$ cat config.mk
export PLATFORM = sky130hd
export DESIGN_NAME = tilt_isqrt
export DESIGN_NICKNAME = d
export VERILOG_FILES = /design/src/hw/rtl/tilt_pkg.sv /design/src/hw/rtl/tilt_isqrt.sv
export SDC_FILE = /design/constraint.sdc
export NUM_CORES = 2
export LEC_CHECK = 0
export BUFFER_PORTS_ARGS = -buffer_cell sky130_fd_sc_hd__buf_2
export CORE_UTILIZATION = 63
export CTS_CLUSTER_DIAMETER = 30
export DETAILED_ROUTE_END_ITERATION = 7
export PLACE_DENSITY_LB_ADDON = 0.12
export RECOVER_POWER = 100
export SLEW_MARGIN = 20
export SYNTH_ARGS = -nofsm -noshare
export SYNTH_HDL_FRONTEND = slang
export SYNTH_SLANG_ARGS = --single-unit
$ cat constraint.sdc
create_clock -name i_clk -period 7.7 [get_ports i_clk]
set_input_delay 1.54 -clock i_clk [delete_from_list [all_inputs] [get_ports i_clk]]
set_output_delay 1.54 -clock i_clk [all_outputs]
set_load 0.05 [all_outputs]
$ cat src/hw/rtl/tilt_pkg.sv
// Shared types, constants and the arctangent table for the tilt angle pipeline.
`timescale 1ns / 1ps

package tilt_pkg;

    // Default parameter values
    localparam int DEF_ANGLE_FRAC_BITS = 7;
    localparam int DEF_CORDIC_STAGES   = 16;

    // Fixed field widths
    localparam int IN_W    = 16;
    localparam int ROLL_W  = 15;
    localparam int PITCH_W = 16;
    localparam int SUM_W   = 32;
    localparam int MAG_W   = 24;
    localparam int GUARD_BITS = 8;
    localparam int ACC_FRAC   = 16;
    localparam int ACC_W      = 26;
    localparam int CORDIC_W   = 28;
    localparam int TABLE_LEN  = 24;
    localparam int ROLL_LIMIT_DEG  = 90;
    localparam int PITCH_LIMIT_DEG = 180;

    // Pipeline advance and item-present flag handed into each sub-pipeline
    typedef struct packed {
        logic en;
        logic valid;
    } t_stage_ctl;

    // atan(2^-i) in degrees times 2^16, rounded to nearest
    function automatic logic [ACC_W-1:0] atan_entry(input int unsigned idx);
        logic [ACC_W-1:0] v;
        case (idx)
            0:  v = ACC_W'(2949120);
            1:  v = ACC_W'(1740967);
            2:  v = ACC_W'(919879);
            3:  v = ACC_W'(466945);
            4:  v = ACC_W'(234379);
            5:  v = ACC_W'(117304);
            6:  v = ACC_W'(58666);
            7:  v = ACC_W'(29335);
            8:  v = ACC_W'(14668);
            9:  v = ACC_W'(7334);
            10: v = ACC_W'(3667);
            11: v = ACC_W'(1833);
            12: v = ACC_W'(917);
            13: v = ACC_W'(458);
            14: v = ACC_W'(229);
            15: v = ACC_W'(115);
            16: v = ACC_W'(57);
            17: v = ACC_W'(29);
            18: v = ACC_W'(14);
            19: v = ACC_W'(7);
            20: v = ACC_W'(4);
            21: v = ACC_W'(2);
            22: v = ACC_W'(1);
            default: v = '0;
        endcase
        return v;
    endfunction

endpackage

$ cat src/hw/rtl/tilt_isqrt.sv
// Pipelined digit-by-digit integer square root, one result bit per stage, with side data.
`timescale 1ns / 1ps

module tilt_isqrt #(
    parameter int RW     = tilt_pkg::MAG_W,
    parameter int SIDE_W = 3 * tilt_pkg::IN_W
) (
    input  logic                        i_clk,
    input  logic                        i_rst_n,
    input  tilt_pkg::t_stage_ctl        i_ctl,
    input  logic [2*RW-1:0]             i_radicand,
    input  logic [SIDE_W-1:0]           i_side,
    output logic                        o_valid,
    output logic [RW-1:0]               o_root,
    output logic [SIDE_W-1:0]           o_side
);

    logic                r_v    [1:RW];
    logic [2*RW-1:0]     r_n    [1:RW];
    logic [RW+1:0]       r_rem  [1:RW];
    logic [RW-1:0]       r_root [1:RW];
    logic [SIDE_W-1:0]   r_side [1:RW];

    genvar g;
    generate
        for (g = 0; g < RW; g++) begin : g_stage
            logic              cur_v;
            logic [2*RW-1:0]   cur_n;
            logic [RW+1:0]     cur_rem;
            logic [RW-1:0]     cur_root;
            logic [SIDE_W-1:0] cur_side;
            logic [RW+3:0]     trial;
            logic [RW+3:0]     sub;
            logic [RW+3:0]     diff;
            logic              ge;

            // Pick the stage input: the ports for the first stage, registers after
            if (g == 0) begin : g_first
                assign cur_v    = i_ctl.valid;
                assign cur_n    = i_radicand;
                assign cur_rem  = '0;
                assign cur_root = '0;
                assign cur_side = i_side;
            end else begin : g_next
                assign cur_v    = r_v[g];
                assign cur_n    = r_n[g];
                assign cur_rem  = r_rem[g];
                assign cur_root = r_root[g];
                assign cur_side = r_side[g];
            end

            // Try to set the next root bit
            assign trial = {cur_rem, cur_n[2*RW-1 -: 2]};
            assign sub   = {2'b00, cur_root, 2'b01};
            assign diff  = trial - sub;
            assign ge    = (trial >= sub);

            always_ff @(posedge i_clk) begin
                if (!i_rst_n) begin
                    r_v[g+1] <= 1'b0;
                end else if (i_ctl.en) begin
                    r_v[g+1] <= cur_v;
                end
            end

            always_ff @(posedge i_clk) begin
                if (i_ctl.en) begin
                    r_n[g+1]    <= {cur_n[2*RW-3:0], 2'b00};
                    r_rem[g+1]  <= ge ? diff[RW+1:0] : trial[RW+1:0];
                    r_root[g+1] <= {cur_root[RW-2:0], ge};
                    r_side[g+1] <= cur_side;
                end
            end
        end
    endgenerate

    assign o_valid = r_v[RW];
    assign o_root  = r_root[RW];
    assign o_side  = r_side[RW];

endmodule

# Word-level counts from Yosys, hierarchy flattened
# Memory sizes are Yosys's and may differ from the RTL's.
# Cells that the tools add are included.
word_totals:
  input_bits: 100
  n_memories: 5
  reg_bits: 0
  latchBits: 0
  word_cells: 130
  ramBits: 3480
  output_inout_bits: 73
  romBits: 0
classes:
  eq_ne: 0
  n_lt_le_gt_ge: 24
  add_sub_neg: 24
  bitwise: 24
  multipliers: 0
  shift: 0
  reduce_logical: 0
  div_mod_pow: 0
  n_mux: 53
mem_list:
  columns: ["memory", "depth", "word_bits", "rd", "rd_clocked_by_memory_dff", "write_ports", "line_no", "source"]
  rows:
  - ["r_side", 24, 48, 24, 0, 24, "tilt_isqrt.sv:22", "logic [SIDE_W-1:0] r_side [1:RW];"]
  - ["r_n", 24, 46, 23, 0, 24, "tilt_isqrt.sv:19", "logic [2*RW-1:0] r_n [1:RW];"]
  - ["r_rem", 24, 26, 23, 0, 24, "tilt_isqrt.sv:20", "logic [RW+1:0] r_rem [1:RW];"]
  - ["r_root", 24, 24, 24, 0, 24, "tilt_isqrt.sv:21", "logic [RW-1:0] r_root [1:RW];"]
  - ["r_v", 24, 1, 24, 0, 24, "tilt_isqrt.sv:18", "logic r_v [1:RW];"]
ops:
  columns: ["op", "n"]
  rows:
  - ["28-bit by 26-bit >= comparator with 1-bit output", 23]
  - ["26-bit 2-to-1 mux", 24]
  - ["26-bit subtractor", 23]
  - ["1-bit 2-to-1 mux", 29]
  - ["1-bit bitwise OR", 24]
  - ["2-bit by 1-bit subtractor with 3-bit output (second input constant)", 1]
  - ["2-bit by 1-bit >= comparator with 1-bit output (second input constant)", 1]

# Longest topological paths before layout
logic_depth:
  depth_word: 4
  mapped_depth: 13
  depth_no_buf: 12

# Worst setup path before layout
# No wires, ideal clock.
synth_timing:
  path_kind: "register to register"
  startpoint: "reg r_rem[0][338] (netlist name)"
  endpoint: "reg r_rem[0][367] (netlist name)"
  slack_ns: 4.523
  setup_ns: 0.267
  t_arrival_ns: 2.911
  synth_period_minus_slack_ns: 3.177
  t_required_ns: 7.433
  stages_incl_launch_ff: 11
  n_path_buf: 2
  cell_sequence: "edfxtp_1 > ha_1 > nor2b_1 > o21ai_0 > a21boi_0 > o31a_1 > o41ai_1 > a31o_2 > clkbuf_1 > clkbuf_1 > a21oi_1"

==> reports/qor.txt <==
Max stage delay cell, worst path: clkbuf_2
predominant post-synthesis flop cell: edfxtp_1
grt total ovfl: 0
routability cong.: 0.923
CP required: 8230 ps
Pleak: 44.5 nW
core box area: 158000 sq um
minimum clock period after layout: 5410 ps
Logic pwr share: 8.9%
clock slew at reported path FFs: 50 ps
largest net degree at the start of global routing: 207
cell-internal power: 31.3 mW
# port buffers: 172
antenna viol nets, final: 0
First DRT Iteration DRCs: 3339
CP max FO: 123
die area: 161000 sq um
Max stage delay on crit path: 2370 ps
vias in the first global route: 52500
Setup Buffers After CTS: 0
Die Y: 401 um
Mapped Nets: 6566
global-route wire length before repair: 266 mm
largest delay contributor family on the critical path: buffers and inverters
Detailed Routing Iterations Pass 1: 6
clk_lat worst skew: 960 ps
Area growth, synth to finish: 18.4%
overall power: 40.8 mW
R2R Setup Slk: 2880 ps
Clock power frac: 47.6%
FF-to-FF path depth: 10
sequential share of the synthesized area: 77.4%
cell mode on critical path: clkbuf_2
I/O pin cnt: 173
# fillers: 9188
worst hold path class: reg2reg
TritonCTS buffer count: 452
H-tree depth: 5
number of remaining DRC errors: 0
setup TNS: 0 ps
Worst Clk Skew: 52.1 ps
asr flop ratio synth: 0%
Final Cycle Share: 70.3%
row cnt: 146
hold_sp: r_side[1][23]
Synth Cell Area: 100000 sq um
fmax: 185 MHz
via/cell ratio: 5.53
clock tree buffer depth: 4
layout cells sized above 1: 12.9%
Worst EP arrival: 5940 ps
initial antenna violation count: 1
status: complete, but fails checks
EDFF count, synth: 2591
drt total wl: 167 mm
Net Sw Frac: 23.3%
CTS tree: built
Reg-to-Reg End: r_rem[0][606]
Final Max Slew Viols: 726
Psw: 9.50 mW
Hold Slack: 378 ps
total track usage: 20.8%
Critical R2R Launch: r_rem[0][573]
Slew @ Worst Pin: 3500 ps
Cells after Synth: 6140
HPWL after DPL: 95.3 mm
number of cells on the worst hold path: 0
PwrDens: 343 nW/um^2
Final setup viols: 0
Hold Path Sink: r_side[1][71]
yosys synthesis warning count: 0
Root Buffer: clkbuf_16
routed len/inst: 18.2 um
Bufs and invs on worst path: 3
# Max-Cap Violations: 13
Max IR drop VDD: 0.259 mV
Yosys reg bits: 2591
Setup CP Type: in2reg
CP startpoint kind: primary input
Setup crit end kind: register
Via Count: 50700
critical path, cell by cell: clkbuf_2, buf_12, clkbuf_2
Layout Nets: 7147
RSZ-0062 raised after global routing: no
hold buffers post-CTS: 0
Synth cell types: 82
most common cell after layout, fill and taps aside: edfxtp_1
Starting Density: 63.4%
Post-Synthesis Mean Instance Area: 16.4 sq um
total clock sinks: 2591
max_slew headroom: -134%
commonest cells after routing, fill and taps aside: edfxtp_1, clkbuf_16, inv_1
violated checks: capacitance limit, slew limit
post-CTS sizing: 0
Final Hold Vio Count: 0
die width: 401 um
Sequential Power Share: 43.5%
==> cell type report <==
| cell class | instances | area [sq um] | share of cell area (%) |
|---|---|---|---|
| Sequential cell | 2591 | 77800 | 65.4 |
| Multi-Input combinational cell | 3074 | 20900 | 17.5 |
| Clock buffer | 505 | 11600 | 9.79 |
| Clock inverter | 321 | 3420 | 2.88 |
| Tap cell | 2072 | 2590 | 2.18 |
| Inverter | 392 | 1470 | 1.24 |
| Timing Repair Buffer | 210 | 1130 | 0.948 |
| Antenna cell | 1 | 2.50 | 0.00210 |
==> worst max path at each step <==
stage	depth (start not counted)	end	startpoint	slack (ps)
after detailed placement	10	r_rem[0][602]	r_rem[0][573]	3740
after floorplan	10	r_rem[0][367]	r_rem[0][338]	4520
final	3	r_side[3][17]	i_ctl[1]	2290
after CTS	11	r_rem[0][606]	r_root[0][529]	3660
after global placement	10	r_rem[0][603]	r_rem[0][573]	3780
after global routing	3	r_side[2][277]	i_ctl[1]	1930
==> per-stage QoR <==
stage / instances / instance area (sq um) / utilization (%) / setup WS (ps)
final: 9166 / 119000 / 75.1 / 2290
after CTS: 9165 / 119000 / 75.2 / 3660
after global placement: 8339 / 104000 / 65.7 / 3780
after detailed placement: 8339 / 104000 / 65.7 / 3740
after global routing: 9165 / 119000 / 75.1 / 1930
after floorplan: 6140 / 100000 / - / 4520
==> cells by family after synthesis <==
family	Yosys count	synth area share, %
other cells	1	0.00373
compound gates	945	5.77
simple gates	1302	6.48
xor+xnor	454	3.96
fa+ha+maj	326	4.06
mux	46	0.502
buf+inv	475	1.78
flops	2591	77.4
==> per-layer routing <==
metal  vias to the layer above  GRT usage [%]  share of wire (%)
met3                       426           4.07                4.5
met1                     24400           24.3                 39
li1                      24500              -                  -
met2                      1303           36.6                 52
met5                         -              0                  0
met4                         0           10.5                4.2
==> flip-flops by register name, indices dropped and copies added (netlist names) <==
register and flops:
r_rem 563, r_v 24, r_side 1152, r_root 300
r_n 552
==> worst reg2reg max path, cell delays in order (launching register included) <==
cell and delay [ps]:
edfxtp_1 390, ha_1 470, o21a_1 170, o31a_1 170
nor4_1 60, o21a_1 230, a21oi_1 440, a221oi_1 250
o211ai_1 700, clkbuf_1 1210, mux2_2 450
==> synthesized netlist by cell type, drive strengths merged, types with 11 or more instances <==
cell type | n | area [sq um]
nor2 | 297 | 1110
nor3 | 124 | 621
ha | 326 | 4080
or3 | 48 | 300
a211oi | 14 | 105
mux2 | 35 | 394
and2 | 13 | 81.3
o31ai | 26 | 195
o21ai | 251 | 1260
nand4 | 50 | 313
a21o | 115 | 863
nand2 | 323 | 1210
inv | 392 | 1470
nand3b | 15 | 125
or2 | 42 | 263
nor4 | 77 | 497
nand3 | 83 | 420
o21bai | 19 | 143
a31o | 12 | 105
or4 | 29 | 225
mux2i | 11 | 110
a21oi | 310 | 1550
nor2b | 48 | 300
and3 | 52 | 325
a21boi | 12 | 90.1
edfxtp | 2591 | 77800
o21a | 71 | 533
o211ai | 14 | 105
a31oi | 15 | 93.8
xnor2 | 232 | 2030
xor2 | 222 | 1940
nand2b | 66 | 413
clkbuf | 76 | 285
==> power groups by stage <==
stage          sequential [mW]  combinational, mW  clock [mW]
2_1_floorplan             17.8               2.56           0
3_3_place_gp              17.9               3.50           0
3_5_place_dp              18.0               3.58           0
4_1_cts                   17.8               3.63        19.8
5_1_grt                   17.9               4.03        20.5
6_report                  17.8               3.62        19.4
Note: power is estimated with default switching activity, not from simulation.
